File: src/lbsg_pkg.sv
// ----------------------------------------------------------------------------
// lbsg_pkg - beacon settings guard shared definitions
// Target and status codes, payload structs, default settings and the
// default URI table used by the settings guard.
// ----------------------------------------------------------------------------
package lbsg_pkg;

   // Default sizes of the key and the URI store
   localparam int KEY_BYTES_DEF = 16;
   localparam int URI_BYTES_DEF = 18;

   // Data bytes carried by one request
   localparam int DATA_BYTES = 18;
   localparam int URI_LEN_W  = 5;

   // Default settings
   localparam int             DEF_URI_LEN    = 11;
   localparam logic [7:0]     PWR_DEFAULT_0  = 8'(256 - 38);
   localparam logic [7:0]     PWR_DEFAULT_1  = 8'(256 - 28);
   localparam logic [7:0]     PWR_DEFAULT_2  = 8'(256 - 22);
   localparam logic [7:0]     PWR_DEFAULT_3  = 8'(256 - 19);
   localparam logic [1:0]     DEF_POWER_MODE = 2'd2;
   localparam logic [15:0]    DEF_PERIOD     = 16'd1000;
   localparam logic [7:0]     MAX_POWER_MODE = 8'h03;

   // Required request lengths per target
   localparam logic [7:0] LEN_FLAGS   = 8'd1;
   localparam logic [7:0] LEN_LEVELS  = 8'd4;
   localparam logic [7:0] LEN_MODE    = 8'd1;
   localparam logic [7:0] LEN_PERIOD  = 8'd2;
   localparam logic [7:0] LEN_RESET   = 8'd1;

   typedef enum logic [2:0] {
      CMD_UNLOCK = 3'd0,
      CMD_LOCK   = 3'd1,
      CMD_URI    = 3'd2,
      CMD_FLAGS  = 3'd3,
      CMD_LEVELS = 3'd4,
      CMD_MODE   = 3'd5,
      CMD_PERIOD = 3'd6,
      CMD_RESET  = 3'd7
   } cmd_type;

   typedef enum logic [1:0] {
      ST_OK            = 2'd0,
      ST_NOT_PERMITTED = 2'd1,
      ST_NO_AUTH       = 2'd2,
      ST_BAD_LEN       = 2'd3
   } status_type;

   typedef struct packed {
      logic [2:0]  cmd;
      logic [7:0]  write_len;
      logic [63:0] data_lo;
      logic [63:0] data_mid;
      logic [15:0] data_hi;
   } req_payload_type;

   typedef struct packed {
      logic [1:0]           status;
      logic                 commit;
      logic                 locked_now;
      logic [7:0]           flags_now;
      logic [1:0]           power_mode_now;
      logic [15:0]          period_now;
      logic [31:0]          power_levels_now;
      logic [URI_LEN_W-1:0] uri_len_now;
      logic [63:0]          uri_lo_now;
      logic [63:0]          uri_mid_now;
      logic [15:0]          uri_hi_now;
   } rsp_payload_type;

   // Default URI bytes; positions past the default length are zero
   function automatic logic [7:0] default_uri_byte(input int idx);
      logic [7:0] b;
      case (idx)
         0:       b = 8'h00;
         1:       b = 8'h75;
         2:       b = 8'h63;
         3:       b = 8'h78;
         4:       b = 8'h70;
         5:       b = 8'h72;
         6:       b = 8'h65;
         7:       b = 8'h73;
         8:       b = 8'h73;
         9:       b = 8'h6F;
         10:      b = 8'h03;
         default: b = 8'h00;
      endcase
      return b;
   endfunction

endpackage

File: src/lbsg_req_if.sv
// ----------------------------------------------------------------------------
// lbsg_req_if - write request channel
// Valid/ready channel carrying one settings write request.
// ----------------------------------------------------------------------------
interface lbsg_req_if;
   logic        valid;
   logic        ready;
   logic [2:0]  cmd;
   logic [7:0]  write_len;
   logic [63:0] data_lo;
   logic [63:0] data_mid;
   logic [15:0] data_hi;

   modport source (output valid, output cmd, output write_len, output data_lo,
                   output data_mid, output data_hi, input ready);
   modport sink   (input valid, input cmd, input write_len, input data_lo,
                   input data_mid, input data_hi, output ready);
endinterface

File: src/lbsg_rsp_if.sv
// ----------------------------------------------------------------------------
// lbsg_rsp_if - write response channel
// Valid/ready channel carrying the status and a settings snapshot.
// ----------------------------------------------------------------------------
interface lbsg_rsp_if;
   logic        valid;
   logic        ready;
   logic [1:0]  status;
   logic        commit;
   logic        locked_now;
   logic [7:0]  flags_now;
   logic [1:0]  power_mode_now;
   logic [15:0] period_now;
   logic [31:0] power_levels_now;
   logic [4:0]  uri_len_now;
   logic [63:0] uri_lo_now;
   logic [63:0] uri_mid_now;
   logic [15:0] uri_hi_now;

   modport source (output valid, output status, output commit, output locked_now,
                   output flags_now, output power_mode_now, output period_now,
                   output power_levels_now, output uri_len_now, output uri_lo_now,
                   output uri_mid_now, output uri_hi_now, input ready);
   modport sink   (input valid, input status, input commit, input locked_now,
                   input flags_now, input power_mode_now, input period_now,
                   input power_levels_now, input uri_len_now, input uri_lo_now,
                   input uri_mid_now, input uri_hi_now, output ready);
endinterface

File: src/lockable_beacon_settings_guard.sv
// ----------------------------------------------------------------------------
// lockable_beacon_settings_guard - key-locked beacon settings store
// Takes settings write requests, checks lock and length, applies them and
// answers each with a status and a snapshot of the settings.
// ----------------------------------------------------------------------------
// Usage:
//   req_chan carries one write request: target, length and 18 data bytes.
//   rsp_chan returns exactly one response per request: status, commit flag
//   and the lock flag and settings as they stand after that request.
//   A request is registered on acceptance and decoded once the response
//   register is free; there the settings update and the response register
//   load together, and rsp_chan.valid is driven from the response register.
//   Throughput is one request per cycle while the receiver does not stall;
//   the settings registers written by one request are read by the next one.
//   When the receiver stalls, the response register holds and the request
//   register still takes one more request; after that req_chan.ready drops
//   until the response is taken.
//   Synchronous reset empties both registers and loads the default
//   settings: unlocked, zero key, default URI, flags zero, default power
//   levels, power mode 2 and a period of 1000 ms.
// ----------------------------------------------------------------------------
module lockable_beacon_settings_guard #(
   parameter int KEY_BYTES = lbsg_pkg::KEY_BYTES_DEF,
   parameter int URI_BYTES = lbsg_pkg::URI_BYTES_DEF
) (
   input  logic       clock,
   input  logic       reset,
   lbsg_req_if.sink   req_chan,
   lbsg_rsp_if.source rsp_chan
);

   logic                      req_valid_ff, req_valid_in;
   lbsg_pkg::req_payload_type req_data_ff;
   logic                      rsp_valid_ff, rsp_valid_in;
   lbsg_pkg::rsp_payload_type rsp_data_ff;
   lbsg_pkg::rsp_payload_type rsp_next;
   logic                      advance;
   logic                      req_take;

   // Move the held request on when the response register is free
   assign advance  = req_valid_ff && (!rsp_valid_ff || rsp_chan.ready);
   assign req_take = req_chan.valid && req_chan.ready;
   assign req_chan.ready = !req_valid_ff || advance;

   always_comb begin
      req_valid_in = req_take ? 1'b1 : (advance ? 1'b0 : req_valid_ff);
      rsp_valid_in = advance ? 1'b1 :
                     ((rsp_valid_ff && rsp_chan.ready) ? 1'b0 : rsp_valid_ff);
   end

   // Control registers
   always_ff @(posedge clock) begin
      if (reset) begin
         req_valid_ff <= 1'b0;
         rsp_valid_ff <= 1'b0;
      end else begin
         req_valid_ff <= req_valid_in;
         rsp_valid_ff <= rsp_valid_in;
      end
   end

   // Capture the request
   always_ff @(posedge clock) begin
      if (req_take) begin
         req_data_ff.cmd       <= req_chan.cmd;
         req_data_ff.write_len <= req_chan.write_len;
         req_data_ff.data_lo   <= req_chan.data_lo;
         req_data_ff.data_mid  <= req_chan.data_mid;
         req_data_ff.data_hi   <= req_chan.data_hi;
      end
   end

   lbsg_core #(
      .KEY_BYTES (KEY_BYTES),
      .URI_BYTES (URI_BYTES)
   ) u_core (
      .clock (clock),
      .reset (reset),
      .fire  (advance),
      .req   (req_data_ff),
      .rsp   (rsp_next)
   );

   // Capture the response snapshot
   always_ff @(posedge clock) begin
      if (advance) begin
         rsp_data_ff <= rsp_next;
      end
   end

   // Drive the response channel
   assign rsp_chan.valid            = rsp_valid_ff;
   assign rsp_chan.status           = rsp_data_ff.status;
   assign rsp_chan.commit           = rsp_data_ff.commit;
   assign rsp_chan.locked_now       = rsp_data_ff.locked_now;
   assign rsp_chan.flags_now        = rsp_data_ff.flags_now;
   assign rsp_chan.power_mode_now   = rsp_data_ff.power_mode_now;
   assign rsp_chan.period_now       = rsp_data_ff.period_now;
   assign rsp_chan.power_levels_now = rsp_data_ff.power_levels_now;
   assign rsp_chan.uri_len_now      = rsp_data_ff.uri_len_now;
   assign rsp_chan.uri_lo_now       = rsp_data_ff.uri_lo_now;
   assign rsp_chan.uri_mid_now      = rsp_data_ff.uri_mid_now;
   assign rsp_chan.uri_hi_now       = rsp_data_ff.uri_hi_now;

endmodule

File: src/lbsg_core.sv
// ----------------------------------------------------------------------------
// lbsg_core - settings store and write decoder
// Holds the lock, key and beacon settings, applies one request when fire
// is high and presents the status with the post-request settings.
// ----------------------------------------------------------------------------
module lbsg_core #(
   parameter int KEY_BYTES = lbsg_pkg::KEY_BYTES_DEF,
   parameter int URI_BYTES = lbsg_pkg::URI_BYTES_DEF
) (
   input  logic                      clock,
   input  logic                      reset,
   input  logic                      fire,
   input  lbsg_pkg::req_payload_type req,
   output lbsg_pkg::rsp_payload_type rsp
);

   localparam int DEF_LEN = (URI_BYTES < lbsg_pkg::DEF_URI_LEN) ?
                            URI_BYTES : lbsg_pkg::DEF_URI_LEN;
   localparam int DATA_BYTES = lbsg_pkg::DATA_BYTES;

   logic                          lock_ff, lock_in;
   logic [7:0]                    key_ff [KEY_BYTES];
   logic [7:0]                    key_in [KEY_BYTES];
   logic [7:0]                    uri_ff [URI_BYTES];
   logic [7:0]                    uri_in [URI_BYTES];
   logic [lbsg_pkg::URI_LEN_W-1:0] uri_len_ff, uri_len_in;
   logic [7:0]                    flags_ff, flags_in;
   logic [7:0]                    pwr_ff [4];
   logic [7:0]                    pwr_in [4];
   logic [1:0]                    mode_ff, mode_in;
   logic [15:0]                   period_ff, period_in;

   logic [8*DATA_BYTES-1:0]       data_vec;
   logic [7:0]                    rb [DATA_BYTES];
   logic                          key_match;
   lbsg_pkg::status_type          status;
   logic                          commit;
   logic [8*DATA_BYTES-1:0]       uri_vec;

   // Split the request data into bytes
   assign data_vec = {req.data_hi, req.data_mid, req.data_lo};
   always_comb begin
      for (int i = 0; i < DATA_BYTES; i++) begin
         rb[i] = data_vec[8*i +: 8];
      end
   end

   // Compare the stored key with the request bytes
   always_comb begin
      key_match = 1'b1;
      for (int i = 0; i < KEY_BYTES; i++) begin
         if (key_ff[i] != rb[i]) key_match = 1'b0;
      end
   end

   // Decode the request and form the next settings
   always_comb begin
      lock_in    = lock_ff;
      key_in     = key_ff;
      uri_in     = uri_ff;
      uri_len_in = uri_len_ff;
      flags_in   = flags_ff;
      pwr_in     = pwr_ff;
      mode_in    = mode_ff;
      period_in  = period_ff;
      status     = lbsg_pkg::ST_OK;
      commit     = 1'b0;
      if (fire) begin
         // unlock check comes first and may clear the lock
         if (req.cmd == lbsg_pkg::CMD_UNLOCK) begin
            if (req.write_len == 8'(KEY_BYTES)) begin
               if (key_match) begin
                  lock_in = 1'b0;
                  commit  = 1'b1;
               end else begin
                  status = lbsg_pkg::ST_NO_AUTH;
               end
            end else begin
               status = lbsg_pkg::ST_BAD_LEN;
            end
         end
         if (!lock_in) begin
            case (req.cmd)
               lbsg_pkg::CMD_UNLOCK: begin
               end
               lbsg_pkg::CMD_LOCK: begin
                  if (req.write_len == 8'(KEY_BYTES)) begin
                     lock_in = 1'b1;
                     for (int i = 0; i < KEY_BYTES; i++) key_in[i] = rb[i];
                     commit = 1'b1;
                  end else begin
                     status = lbsg_pkg::ST_BAD_LEN;
                  end
               end
               lbsg_pkg::CMD_URI: begin
                  if (req.write_len <= 8'(URI_BYTES)) begin
                     for (int i = 0; i < URI_BYTES; i++) begin
                        if (req.write_len > 8'(i)) uri_in[i] = rb[i];
                     end
                     uri_len_in = lbsg_pkg::URI_LEN_W'(req.write_len);
                     commit     = 1'b1;
                  end else begin
                     status = lbsg_pkg::ST_BAD_LEN;
                  end
               end
               lbsg_pkg::CMD_FLAGS: begin
                  if (req.write_len == lbsg_pkg::LEN_FLAGS) begin
                     flags_in = rb[0];
                     commit   = 1'b1;
                  end else begin
                     status = lbsg_pkg::ST_BAD_LEN;
                  end
               end
               lbsg_pkg::CMD_LEVELS: begin
                  if (req.write_len == lbsg_pkg::LEN_LEVELS) begin
                     for (int i = 0; i < 4; i++) pwr_in[i] = rb[i];
                     commit = 1'b1;
                  end else begin
                     status = lbsg_pkg::ST_BAD_LEN;
                  end
               end
               lbsg_pkg::CMD_MODE: begin
                  if (req.write_len == lbsg_pkg::LEN_MODE) begin
                     if (rb[0] <= lbsg_pkg::MAX_POWER_MODE) begin
                        mode_in = rb[0][1:0];
                        commit  = 1'b1;
                     end else begin
                        status = lbsg_pkg::ST_NOT_PERMITTED;
                     end
                  end else begin
                     status = lbsg_pkg::ST_BAD_LEN;
                  end
               end
               lbsg_pkg::CMD_PERIOD: begin
                  if (req.write_len == lbsg_pkg::LEN_PERIOD) begin
                     period_in = {rb[1], rb[0]};
                     commit    = 1'b1;
                  end else begin
                     status = lbsg_pkg::ST_BAD_LEN;
                  end
               end
               lbsg_pkg::CMD_RESET: begin
                  if (req.write_len == lbsg_pkg::LEN_RESET) begin
                     lock_in = 1'b0;
                     for (int i = 0; i < KEY_BYTES; i++) key_in[i] = 8'h00;
                     for (int i = 0; i < URI_BYTES; i++) begin
                        uri_in[i] = lbsg_pkg::default_uri_byte(i);
                     end
                     uri_len_in = lbsg_pkg::URI_LEN_W'(DEF_LEN);
                     flags_in   = 8'h00;
                     pwr_in[0]  = lbsg_pkg::PWR_DEFAULT_0;
                     pwr_in[1]  = lbsg_pkg::PWR_DEFAULT_1;
                     pwr_in[2]  = lbsg_pkg::PWR_DEFAULT_2;
                     pwr_in[3]  = lbsg_pkg::PWR_DEFAULT_3;
                     mode_in    = lbsg_pkg::DEF_POWER_MODE;
                     period_in  = lbsg_pkg::DEF_PERIOD;
                     commit     = 1'b1;
                  end else begin
                     status = lbsg_pkg::ST_BAD_LEN;
                  end
               end
               default: begin
               end
            endcase
         end else begin
            // locked: refuse, overriding any unlock length error
            status = lbsg_pkg::ST_NO_AUTH;
         end
      end
   end

   // Hold the settings; reset loads the defaults
   always_ff @(posedge clock) begin
      if (reset) begin
         lock_ff <= 1'b0;
         for (int i = 0; i < KEY_BYTES; i++) key_ff[i] <= 8'h00;
         for (int i = 0; i < URI_BYTES; i++) begin
            uri_ff[i] <= lbsg_pkg::default_uri_byte(i);
         end
         uri_len_ff <= lbsg_pkg::URI_LEN_W'(DEF_LEN);
         flags_ff   <= 8'h00;
         pwr_ff[0]  <= lbsg_pkg::PWR_DEFAULT_0;
         pwr_ff[1]  <= lbsg_pkg::PWR_DEFAULT_1;
         pwr_ff[2]  <= lbsg_pkg::PWR_DEFAULT_2;
         pwr_ff[3]  <= lbsg_pkg::PWR_DEFAULT_3;
         mode_ff    <= lbsg_pkg::DEF_POWER_MODE;
         period_ff  <= lbsg_pkg::DEF_PERIOD;
      end else begin
         lock_ff    <= lock_in;
         key_ff     <= key_in;
         uri_ff     <= uri_in;
         uri_len_ff <= uri_len_in;
         flags_ff   <= flags_in;
         pwr_ff     <= pwr_in;
         mode_ff    <= mode_in;
         period_ff  <= period_in;
      end
   end

   // Pack the URI snapshot; positions past the store read as zero
   for (genvar p = 0; p < DATA_BYTES; p++) begin : g_uri_pack
      if (p < URI_BYTES) begin : g_used
         assign uri_vec[8*p +: 8] = uri_in[p];
      end else begin : g_zero
         assign uri_vec[8*p +: 8] = 8'h00;
      end
   end

   // Present the status with the post-request settings
   always_comb begin
      rsp.status           = status;
      rsp.commit           = commit;
      rsp.locked_now       = lock_in;
      rsp.flags_now        = flags_in;
      rsp.power_mode_now   = mode_in;
      rsp.period_now       = period_in;
      rsp.power_levels_now = {pwr_in[3], pwr_in[2], pwr_in[1], pwr_in[0]};
      rsp.uri_len_now      = uri_len_in;
      rsp.uri_lo_now       = uri_vec[63:0];
      rsp.uri_mid_now      = uri_vec[127:64];
      rsp.uri_hi_now       = uri_vec[143:128];
   end

endmodule

File: src/flat_wrapper.sv
// flat-port wrapper written by rule: the top's interface ports become plain ports
module lockable_beacon_settings_guard_flat 
#(
   parameter int KEY_BYTES = lbsg_pkg::KEY_BYTES_DEF,
   parameter int URI_BYTES = lbsg_pkg::URI_BYTES_DEF
)
  (clock, reset, req_chan_valid, req_chan_cmd, req_chan_write_len, req_chan_data_lo, req_chan_data_mid, req_chan_data_hi, req_chan_ready, rsp_chan_valid, rsp_chan_status, rsp_chan_commit, rsp_chan_locked_now, rsp_chan_flags_now, rsp_chan_power_mode_now, rsp_chan_period_now, rsp_chan_power_levels_now, rsp_chan_uri_len_now, rsp_chan_uri_lo_now, rsp_chan_uri_mid_now, rsp_chan_uri_hi_now, rsp_chan_ready);
  lbsg_req_if req_chan_i ();
  lbsg_rsp_if rsp_chan_i ();
  input  logic clock;
  input  logic reset;
  input wire logic [$bits(req_chan_i.valid)-1:0] req_chan_valid;
  input wire logic [$bits(req_chan_i.cmd)-1:0] req_chan_cmd;
  input wire logic [$bits(req_chan_i.write_len)-1:0] req_chan_write_len;
  input wire logic [$bits(req_chan_i.data_lo)-1:0] req_chan_data_lo;
  input wire logic [$bits(req_chan_i.data_mid)-1:0] req_chan_data_mid;
  input wire logic [$bits(req_chan_i.data_hi)-1:0] req_chan_data_hi;
  output wire logic [$bits(req_chan_i.ready)-1:0] req_chan_ready;
  output wire logic [$bits(rsp_chan_i.valid)-1:0] rsp_chan_valid;
  output wire logic [$bits(rsp_chan_i.status)-1:0] rsp_chan_status;
  output wire logic [$bits(rsp_chan_i.commit)-1:0] rsp_chan_commit;
  output wire logic [$bits(rsp_chan_i.locked_now)-1:0] rsp_chan_locked_now;
  output wire logic [$bits(rsp_chan_i.flags_now)-1:0] rsp_chan_flags_now;
  output wire logic [$bits(rsp_chan_i.power_mode_now)-1:0] rsp_chan_power_mode_now;
  output wire logic [$bits(rsp_chan_i.period_now)-1:0] rsp_chan_period_now;
  output wire logic [$bits(rsp_chan_i.power_levels_now)-1:0] rsp_chan_power_levels_now;
  output wire logic [$bits(rsp_chan_i.uri_len_now)-1:0] rsp_chan_uri_len_now;
  output wire logic [$bits(rsp_chan_i.uri_lo_now)-1:0] rsp_chan_uri_lo_now;
  output wire logic [$bits(rsp_chan_i.uri_mid_now)-1:0] rsp_chan_uri_mid_now;
  output wire logic [$bits(rsp_chan_i.uri_hi_now)-1:0] rsp_chan_uri_hi_now;
  input wire logic [$bits(rsp_chan_i.ready)-1:0] rsp_chan_ready;
  assign req_chan_i.valid = req_chan_valid;
  assign req_chan_i.cmd = req_chan_cmd;
  assign req_chan_i.write_len = req_chan_write_len;
  assign req_chan_i.data_lo = req_chan_data_lo;
  assign req_chan_i.data_mid = req_chan_data_mid;
  assign req_chan_i.data_hi = req_chan_data_hi;
  assign req_chan_ready = req_chan_i.ready;
  assign rsp_chan_valid = rsp_chan_i.valid;
  assign rsp_chan_status = rsp_chan_i.status;
  assign rsp_chan_commit = rsp_chan_i.commit;
  assign rsp_chan_locked_now = rsp_chan_i.locked_now;
  assign rsp_chan_flags_now = rsp_chan_i.flags_now;
  assign rsp_chan_power_mode_now = rsp_chan_i.power_mode_now;
  assign rsp_chan_period_now = rsp_chan_i.period_now;
  assign rsp_chan_power_levels_now = rsp_chan_i.power_levels_now;
  assign rsp_chan_uri_len_now = rsp_chan_i.uri_len_now;
  assign rsp_chan_uri_lo_now = rsp_chan_i.uri_lo_now;
  assign rsp_chan_uri_mid_now = rsp_chan_i.uri_mid_now;
  assign rsp_chan_uri_hi_now = rsp_chan_i.uri_hi_now;
  assign rsp_chan_i.ready = rsp_chan_ready;
  lockable_beacon_settings_guard #(.KEY_BYTES(KEY_BYTES), .URI_BYTES(URI_BYTES)) u_core (.clock(clock), .reset(reset), .req_chan(req_chan_i), .rsp_chan(rsp_chan_i));
endmodule
File: config.mk
export PLATFORM = sky130hd
export DESIGN_NAME = lockable_beacon_settings_guard_flat
export DESIGN_NICKNAME = d
export VERILOG_FILES = /design/src/lbsg_pkg.sv /design/src/lbsg_req_if.sv /design/src/lbsg_rsp_if.sv /design/src/lockable_beacon_settings_guard.sv /design/src/lbsg_core.sv /design/src/flat_wrapper.sv
export SDC_FILE = /design/constraint.sdc
export NUM_CORES = 1
export LEC_CHECK = 0
export ABC_CLOCK_PERIOD_IN_PS = 25300
export BUFFER_PORTS_ARGS = -buffer_cell sky130_fd_sc_hd__buf_2
export CAP_MARGIN = 15
export CORE_AREA = 2 2 314 238
export DETAILED_ROUTE_END_ITERATION = 6
export DIE_AREA = 0 0 316 240
export SKIP_CTS_REPAIR_TIMING = 1
export SYNTH_ARGS = -nofsm -noshare
export SYNTH_HDL_FRONTEND = slang
export SYNTH_SLANG_ARGS = --single-unit
export TNS_END_PERCENT = 30
File: constraint.sdc
create_clock -name clock -period 25.3 [get_ports clock]
set_clock_uncertainty 0.15 [all_clocks]
set_input_delay 2.53 -clock clock [delete_from_list [all_inputs] [get_ports clock]]
set_output_delay 2.53 -clock clock [all_outputs]
set_load 0.05 [all_outputs]
After elaboration in Yosys (flattened, before gate mapping)
Index checks and enable logic that the tools add are counted.
{"block": "word_totals", "register_bits": 704, "in_bits": 159, "output_inout_bits": 213, "word_cells": 227}
{"block": "classes", "order_cmp": 20, "n_eq_ne": 29, "mux": 103, "n_bitwise": 1, "n_reduce_logical": 13}
{"op": "$mux 144", "n": 4}
{"op": "$pmux 144 s2", "n": 1}
{"op": "$mux 128", "n": 2}
{"op": "$pmux 128 s2", "n": 1}
{"op": "$mux 8", "n": 22}
{"op": "$mux 32", "n": 4}
{"op": "$ne 8x8->1", "n": 16}
{"op": "$gt 8x4->1 const B", "n": 8}
{"op": "$mux 16", "n": 4}
{"op": "$pmux 32 s2", "n": 1}
{"op": "$mux 1", "n": 39}
{"op": "$gt 8x3->1 const B", "n": 4}
{"op": "$pmux 16 s2", "n": 1}
{"op": "$mux 2", "n": 15}
{"op": "$mux 5", "n": 4}
{"op": "$gt 8x1->1 const B", "n": 2}
{"op": "$gt 8x2->1 const B", "n": 2}
{"op": "$gt 8x5->1 const B", "n": 2}
{"op": "$pmux 8 s2", "n": 1}
{"op": "$eq 3x3->1 const B", "n": 4}
{"op": "$pmux 2 s6", "n": 1}
{"op": "$pmux 5 s2", "n": 1}
{"op": "$eq 8x1->1 const B", "n": 1}
{"op": "$eq 8x2->1 const B", "n": 1}
{"op": "other kinds (17)", "n": 25}

Logic depth before layout (Yosys ltp)
Gate-level depths: netlist (run 1).
{"block": "depth", "ltp_word": 24, "mapped_depth": 11, "ltp_nobuf": 8}

Hierarchy
From an unflattened synthesis (run 1), not the netlist that was laid out.
{"block": "hier_totals", "hier_cells": 2165, "hier_area_um2": 26534.2}
{"mod": "lbsg_core", "n_inst": 1, "cells_per_inst": 1789, "area_per_inst_um2": 15439.8, "seq_area_each_um2": 6726.5}
{"mod": "lockable_beacon_settings_guard", "n_inst": 1, "cells_per_inst": 376, "area_per_inst_um2": 11094.4, "seq_area_each_um2": 11030.6}

Worst setup path before layout (run 1)
Ideal clock, no wire load.
{"block": "synth_path", "path_type": "input -> register", "startpoint": "input port rsp_chan_ready", "endpoint": "register u_core.u_core.flags_ff[0]", "arrival_time_ps": 9811, "required_ps": 25055, "path_slack_ps": 15244, "path_stages": 7, "path_buffers": 2, "path_cell_list": "nand2b_1 > nand2_1 > inv_2 > clkbuf_1 > buf_1 > nand4_1 > a21oi_1"}
{"block": "synth_via", "elab_chain_len": 3}
{"element": "start: declaration", "line_no": "flat_wrapper.sv:31", "rtl": "input wire logic [$bits(rsp_chan_i.ready)-1:0] rsp_chan_ready;"}
{"element": "$logic_or 1x1->1", "line_no": "lockable_beacon_settings_guard.sv:41", "rtl": "assign advance = req_valid_ff && (!rsp_valid_ff || rsp_chan.ready);"}
{"element": "$logic_and 1x1->1", "line_no": "lockable_beacon_settings_guard.sv:41"}
{"element": "named net u_core.advance", "line_no": "lockable_beacon_settings_guard.sv:37", "rtl": "logic advance;"}
{"element": "$mux 8", "line_no": "lbsg_core.sv:68", "rtl": "if (fire) begin"}
{"element": "end signal: assignment", "line_no": "lbsg_core.sv:193", "rtl": "flags_ff <= flags_in;"}
{"element": "end: declaration", "line_no": "lbsg_core.sv:27", "rtl": "logic [7:0] flags_ff, flags_in;"}
The timed path passes the listed nets, and every way through them passes these cells.
A chain may end at the register's enable or synchronous reset.

Worst setup path after layout (run 1)
{"block": "layout_path", "startpoint": "input port rsp_chan_ready", "endpoint": "output port req_chan_ready"}
{"block": "layout_via", "elab_chain_len": 3}
{"element": "$logic_or 1x1->1", "line_no": "lockable_beacon_settings_guard.sv:41"}
{"element": "$logic_and 1x1->1", "line_no": "lockable_beacon_settings_guard.sv:41"}
{"element": "$logic_or 1x1->1", "line_no": "lockable_beacon_settings_guard.sv:43", "rtl": "assign req_chan.ready = !req_valid_ff || advance;"}
{"element": "end: declaration", "line_no": "flat_wrapper.sv:18", "rtl": "output wire logic [$bits(req_chan_i.ready)-1:0] req_chan_ready;"}
No other way between the ends.

==> results of run 1 <==
-- final timing paths --
check / depth (start not counted) / start / endpoint / slack, ns
max: 4 / rsp_chan_ready / req_chan_ready / 19.49
min: 2 / u_core.u_core.uri_ff[83] / u_core.u_core.uri_ff[83] / 0.31
max reg2reg: 8 / u_core.req_data_ff[85] / u_core.rsp_chan.uri_mid_now[58] / 19.86
min reg2reg: 2 / u_core.u_core.uri_ff[83] / u_core.u_core.uri_ff[83] / 0.31
-- cells in the final DEF (no fill, tap or decap), types with 17 or more instances in the layout --
master,count
nand2_1,189
clkbuf_1,19
nor3_1,42
edfxtp_1,366
nor2_1,92
inv_1,19
buf_2,370
nand3_1,24
nor4_1,32
or4_1,122
a21oi_1,176
a22o_1,123
a32o_1,104
buf_4,45
dfxtp_1,338
o21ai_0,37
a221o_1,17
xor2_1,118
o31ai_1,128
nand4_1,21
o32a_1,38
clkbuf_16,79
-- cells by family after synthesis --
kind of cell / after synthesis
AOI/OAI and AO/OA: 766
xor gates and xnor gates: 124
buffers and inverters: 243
DFF: 704
muxes: 4
and+or+nand+nor: 587
-- cell usage after synthesis, types with 38 or more instances --
cell type / n / area [um^2]
a21oi_1: 176 / 881
a22o_1: 123 / 1080
a32o_1: 104 / 1040
clkbuf_1: 183 / 687
dfxtp_1: 338 / 6770
edfxtp_1: 366 / 11000
nand2_1: 190 / 713
nor2_1: 93 / 349
nor3_1: 42 / 210
o21ai_0: 39 / 195
o31ai_1: 129 / 968
o32a_1: 38 / 380
or4_1: 122 / 916
xor2_1: 118 / 1030
-- worst register-to-register path, stage by stage, from the launching register on --
cell and delay, ns:
edfxtp_1 0.65, xor2_1 0.26, nor4_1 0.82, nand4_1 0.14, or3_1 0.49, o41a_4 0.64, nor3_4 0.87, buf_4 0.78
a32o_1 0.48
-- flip-flops by register name, indices dropped and copies added, names as in the netlist, 2 cells and up --
name,flops
u_core.req_data_ff,155
u_core.u_core.uri_ff,144
u_core.u_core.key_ff,128
u_core.rsp_chan.uri_lo_now,64
u_core.rsp_chan.uri_mid_now,64
u_core.rsp_chan.power_levels_now,32
u_core.u_core.pwr_ff,32
u_core.rsp_chan.period_now,16
u_core.rsp_chan.uri_hi_now,16
u_core.u_core.period_ff,16
u_core.rsp_chan.flags_now,8
u_core.u_core.flags_ff,8
u_core.rsp_chan.uri_len_now,5
u_core.u_core.uri_len_ff,5
u_core.rsp_chan.power_mode_now,2
u_core.rsp_chan.status,2
u_core.u_core.mode_ff,2
-- metal layers --
layer / vias up / part of all wire
met5: - / 0.00017
met4: 2 / 0.026
met3: 159 / 0.080
met2: 1070 / 0.45
met1: 11472 / 0.44
li1: 10101 / -
-- where the power goes --
group	total, uW	internal [uW]	leakage (uW)	switching, uW
logic	151	33.7	0.00469	117
clock network	1170	705	0.00127	470
registers	1270	1230	0.00598	36.8
total	2590	1970	0.0119	623
-- final cells by class --
cell class | count | share of cell area
clock inverters | 34 | 0.0142
multi-input cells | 1481 | 0.300
well taps | 968 | 0.0355
repair buffers | 416 | 0.0646
clock buffers | 104 | 0.0625
inverters | 22 | 0.00264
flip-flops and latches | 704 | 0.521
-- metrics by stage --
step / hold slack [ns] / cells / utilization
floorplan: 0.266 / 2428 / -
global placement: 0.281 / 3591 / 0.432
detailed placement: 0.295 / 3591 / 0.432
CTS: 0.304 / 3729 / 0.468
global route: 0.328 / 3729 / 0.468
finish: 0.307 / 3729 / 0.468
==> out/results.txt, run 1 <==
The share of the synthesized area in compound gates (AO/OA/AOI/OAI) is 0.202, and the number of buffers inserted by port buffering is 371. The final number of hold-violating endpoints was 0; the count of standard-cell rows was 86. The logs give 0.244 for the total routing resource utilization after global routing and 6 for the count of TritonRoute iterations in the first routing pass. Synthesis produced 2,428 cells. In this run the vertical extent of the chip is 240 um. After synthesis, the largest family of logic cells by area is compound AO/OA/AOI/OAI gates. First-pass GRT wire length: 140,000 um. After layout, the minimum clock period comes to 5.81 ns. The clock tree synthesis step divided the H-tree into 3 levels. The initial antenna violation count came out at 2. Entering global routing, the biggest net connects 119 pins.

The signal on the critical path passes through buf_2 -> nor2b_1 -> nand2_1 -> buf_2. The floorplan step defined a core boundary enclosing 72,800 um^2. Setup repair after global routing left no endpoint under its margin. The kind of cell with the highest combined delay along the critical path is buffers and inverters. The share of the clock period used by the worst path after layout was 0.230; the post-route total power was 2590 uW.

The cell chosen for the clock root is clkbuf_16. The met3 track demand over resource in global routing is 0.0441, and the adder-cell share of the synthesized area is 0. Together, buffers and inverters on the worst path number 2. In the final layout, the multi-input gates occupy 10,200 um^2. The post-synthesis register bit count came out at 704. The kind of start point of the critical path was an input pin. The final global-route overflow total is 0, and the number of clock sinks seen by CTS is 704. The area share of and/or/nand/nor cells after synthesis is 0.109.

The master of the slowest instance on the critical path was buf_2. The overall die width is 316 um. The power density over cell area works out to 76.0 nW/um^2. The number of antenna diodes in the final layout is 0. Class of the most critical hold timing path: flip-flop to flip-flop. Counting distinct cell types in the post-synthesis netlist gives 66.

The share of synthesized registers carrying an async set or reset came out at 0. Post-synthesis cell area: 28,900 um^2. IR analysis of the VDD net gives a maximum drop of 0.0000388 V. The run gives 34,100 um^2 as the final design instance area without fill.

The logs give 64,200 um for the HPWL after detailed placement and 0.157 for the normalized max-slew margin. Using the TritonRoute via totals, the vias-per-cell ratio works out to 6.12. The number of top-level pins was 372. Among all flip-flop cells after synthesis, the most frequent one is edfxtp_1. The initial core utilization is 0.397, and the met2 capacity usage during global routing is 0.371. The number of fill cells is 6,514.

For the via count of the first global-routing pass, the log shows 21,795. Cell repeated most along the worst path: buf_2. The die covers 75,800 um^2.

The tools report the post-placement cell area as 31,500 um^2. The largest stage delay on the critical path was 0.22 ns; the area overhead of the layout relative to synthesis was 17.9%. The fraction of met1 tracks used by global routing was 0.354; the post-synthesis mux area share was 0.00147. The tool flagged a number of max-cap violations equal to 0. The number of nets in the synthesized netlist is 2,587. The routed wire length was 95,600 um; the sequential cell area in the final layout was 17,800 um^2. At the pin with the least slew margin, the transition time is 1.25 ns. For the net count of the finished layout, the log shows 2,858.

Yosys mapped a number of flops with a built-in enable equal to 366. For the final count of pins violating max slew, the log shows 0. The analysis attributes to cell leakage a power of 0.0119 uW.

The global routing stage identified its most utilized layer as met2. STA classifies the critical path endpoint as an output port. The parity-gate share of the synthesized area counting xor and xnor cells was 0.0378; the final weighted congestion in routability-driven placement was 0.875.

Across all setup checks in the final design, the least slack found is 19.49 ns. The sequential-to-total area share from yosys stat is 0.614. The detailed router placed 22,804 vias in this run. The clock insertion delay at the later pin of the skew report is 0.64 ns, and the total DRC errors in the routed layout is 0.

In this run the mean area of a mapped cell was 11.9 um^2. The first routing iteration left 2,496 violations. The count of endpoints failing setup in the final report is 0.

The share of layout cells above drive strength 1 was 0.202. The flow ran to the end, and the final reports show no timing, DRC or antenna violations. The kind of critical path was input pin to output port. The pre-CTS setup slack was 18.92 ns; the arrival time of the worst setup path was 3.13 ns.

Timing would allow up to 172 MHz. Adding up every negative setup slack in the final design gives 0 ns. After clock tree synthesis, the clock-pin slew on the worst setup and hold paths is 0.06 ns. Post-detailed-route count of antenna-violating nets: 0. The number of warning messages in the yosys log was 0; the mean routed wirelength per cell was 25.6 um. TritonCTS built the clock tree. Clock tree synthesis inserted a total of 74 buffers. Number of buffers on the longest clock path: 3. Along the worst path, the maximum fanout reaches 3.

At the worst endpoint, the required time is 22.62 ns.
(Power assumes the default switching activity.)
==> run 2, diff against run 1 <==
ABC_CLOCK_PERIOD_IN_PS = 5590   (was 25300)
clock period = 5.59 ns   (was 25.3 ns; I/O delays follow)
==> run 2 against run 1 <==
  * Die area unchanged
  * Setup slack got worse by 19 ns
  * Critical path depth up 5
  * Global-route usage rose by 0.63 points
  * Cell count up 4.2%
==> out/results.txt, run 2 (same netlist as run 1, synthesis figures left out) <==
Subtracting the final worst setup slack from the clock period gives 5.11 ns. The aggregate negative setup slack is 0 ns, and the first-pass GRT wire length is 141,000 um. The die is 316 um wide. Traced cell by cell, the critical path runs through xor2_1 -> nor4_1 -> nand4_1 -> or3_1 -> o41a_4 -> buf_12 -> nor3_4 -> buf_12 -> a32o_1. The clock passes through at most 3 buffers. The worst hold path terminates at u_core.req_data_ff[77]. Power spread over the standard cell area amounts to 319 nW/um^2. Leaving out fill and tap cells, the most frequent cell in the layout is buf_2. The total routing resource utilization after global routing was 0.251. In this design, the stage delay of the slowest critical-path cell is 0.78 ns.

The run gives 5.93 ns as the endpoint required time on the critical path. The tools report the count of endpoints failing setup in the final report as 0. STA classifies the critical path endpoint as a flip-flop. For flop-to-flop paths, the worst setup slack is 0.48 ns. The share of the clock period used by the worst path after layout works out to 0.913. Power comes to 11,300 uW.

More flip-flops sit in one register than any other, and that register is u_core.req_data_ff. In the final layout, the registers with the most flip-flops are u_core.req_data_ff x155, u_core.u_core.uri_ff x144, u_core.u_core.key_ff x128. TritonCTS created 72 clock buffers. For the pin with the worst max-slew slack, the measured transition is 1.26 ns. The starting DRC count in detailed routing is 2,765, and the count of TritonRoute iterations in the first routing pass is 6. At the worst endpoint, the arrival time is 5.45 ns. The tree is rooted in a clkbuf_16. For this run the aggregate overflow at the end of global routing stands at 0. For this run, the top clock speed supported by timing is 196 MHz. The post-detailed-route count of antenna-violating nets is 0, and the via count of the first global-routing pass is 21,479. The number of flip-flops in the largest register is 155.

The kind of start point of the critical path is a flip-flop. The worst register-to-register path begins at u_core.req_data_ff[85]. The run gives 0.000198 V as the worst supply voltage drop on vdd.

The maximum number of pins on one net before global-route repair is 257, and the count of standard-cell rows is 86. The number of H-tree levels is 3, and the initial core utilization is 0.397. The run gives 0 as the final number of hold-violating endpoints.

OpenSTA, run right after detailed placement, puts the worst setup slack at 0.660 ns. The depth of the worst hold-timing path is 1, and the normalized max-slew margin is 0.159. The HPWL after detailed placement is 66,000 um. The run finished with clean final reports. Along the worst path, the maximum fanout reaches 204. For this design the static power due to leakage is 0.0125 uW.

From bottom edge to top edge, the die measures 240 um. The routed wire length is 99,600 um, and the initial antenna violation count is 2. The final count of pins violating max slew is 0. The critical path is of the flip-flop to flip-flop type. From synthesis to final layout, the design area changed by 22.6%. For this run, the post-layout net count is 3,016. For the worst-skew pair, the clock arrives at the later sink with an insertion delay of 0.64 ns. The tree built by TritonCTS fans out to 704 sinks. The cell class contributing the biggest share of worst-path delay is simple AND/OR/NAND/NOR gates. Including well taps, the total number of placed cells is 3,599.

The share of layout cells above drive strength 1 is 0.192. The startpoint of the tightest hold check path was req_chan_data_mid[61]. Together, buffers and inverters on the worst path number 2. The master of the slowest instance on the critical path was nor4_1. The placeable core area came out at 72,800 um^2. The most numerous cell type found on the critical path is buf_12. The floorplan step defined a die boundary enclosing 75,800 um^2.

Measured in cells, the most critical reg-to-reg path has a length of 9. The library cells used most frequently in the layout, excluding fill and tap cells, are buf_2 (370), edfxtp_1 (366), dfxtp_1 (338), nand2_1 (189), a21oi_1 (176). The tools report the capture point of the worst reg-to-reg path as u_core.rsp_chan.uri_lo_now[31].

Setup slack on the critical path of the routed design comes to 0.484 ns. Setup repair after global routing left no endpoint under its margin. The total of max-cap violations was 0; the mean routed wirelength per cell was 25.6 um. Once layout is complete, the cells apart from fillers number 3,886. At the end of routability-driven placement, the weighted congestion stood at 0.874. The number of top-level pins came out at 372.

The number of vias per cell was 6.07. TritonCTS built the clock tree. The tightest min-delay check is of the input pin to flip-flop type. For the total DRC errors in the routed layout, the log shows 0.

Port buffering added 371 buffers. Clock-pin slew was measured on the worst setup and hold paths at 0.07 ns. The tools report the routed via count as 23,583.
[run 2: worst max path at each step]
stage                                       from                              end  slack [ns]  cells past startpoint
final                     u_core.req_data_ff[85]   u_core.rsp_chan.uri_lo_now[31]        0.48                      9
after global routing      u_core.req_data_ff[85]   u_core.rsp_chan.uri_lo_now[40]        0.52                      9
after CTS                 u_core.req_data_ff[85]  u_core.rsp_chan.uri_mid_now[24]        0.65                      9
after detailed placement  u_core.req_data_ff[85]  u_core.rsp_chan.uri_mid_now[30]        0.66                      9
after global placement    u_core.req_data_ff[85]   u_core.rsp_chan.uri_lo_now[47]        0.79                      9
after floorplan            u_core.rsp_chan.valid            u_core.req_data_ff[0]        0.22                      3
[run 2: power by group]
group | switching (uW) | total [uW] | internal (uW)
registers | 153 | 5720 | 5570
clock network | 2070 | 4810 | 2740
logic | 566 | 792 | 226
[run 2: per-stage QoR]
stage | util | hold WS, ns | area, um^2
after floorplan | - | 0.266 | 28900
after global placement | 0.434 | 0.278 | 31600
after detailed placement | 0.434 | 0.289 | 31600
after CTS | 0.466 | -0.0804 | 33900
after global routing | 0.487 | 0.00734 | 35400
final | 0.487 | 0.0194 | 35400
[run 2: layout make-up]
cell class | instances | area (um^2)
Fill cell | 6404 | 37400
Sequential cell | 704 | 17800
Multi-Input combinational cell | 1481 | 10200
Timing Repair Buffer | 576 | 3850
Clock buffer | 107 | 2090
Tap cell | 968 | 1210
Clock inverter | 26 | 248
Inverter | 22 | 90.1
Antenna cell | 2 | 5.00
[run 2: routing by layer]
layer,wire length (um),GRT usage,up-vias,share of wire
li1,-,-,10420,-
met2,44600,0.371,1181,0.45
met4,2930,0.0840,0,0.029
met1,43300,0.363,11820,0.43
met3,8870,0.0528,162,0.089
met5,0,0,-,0
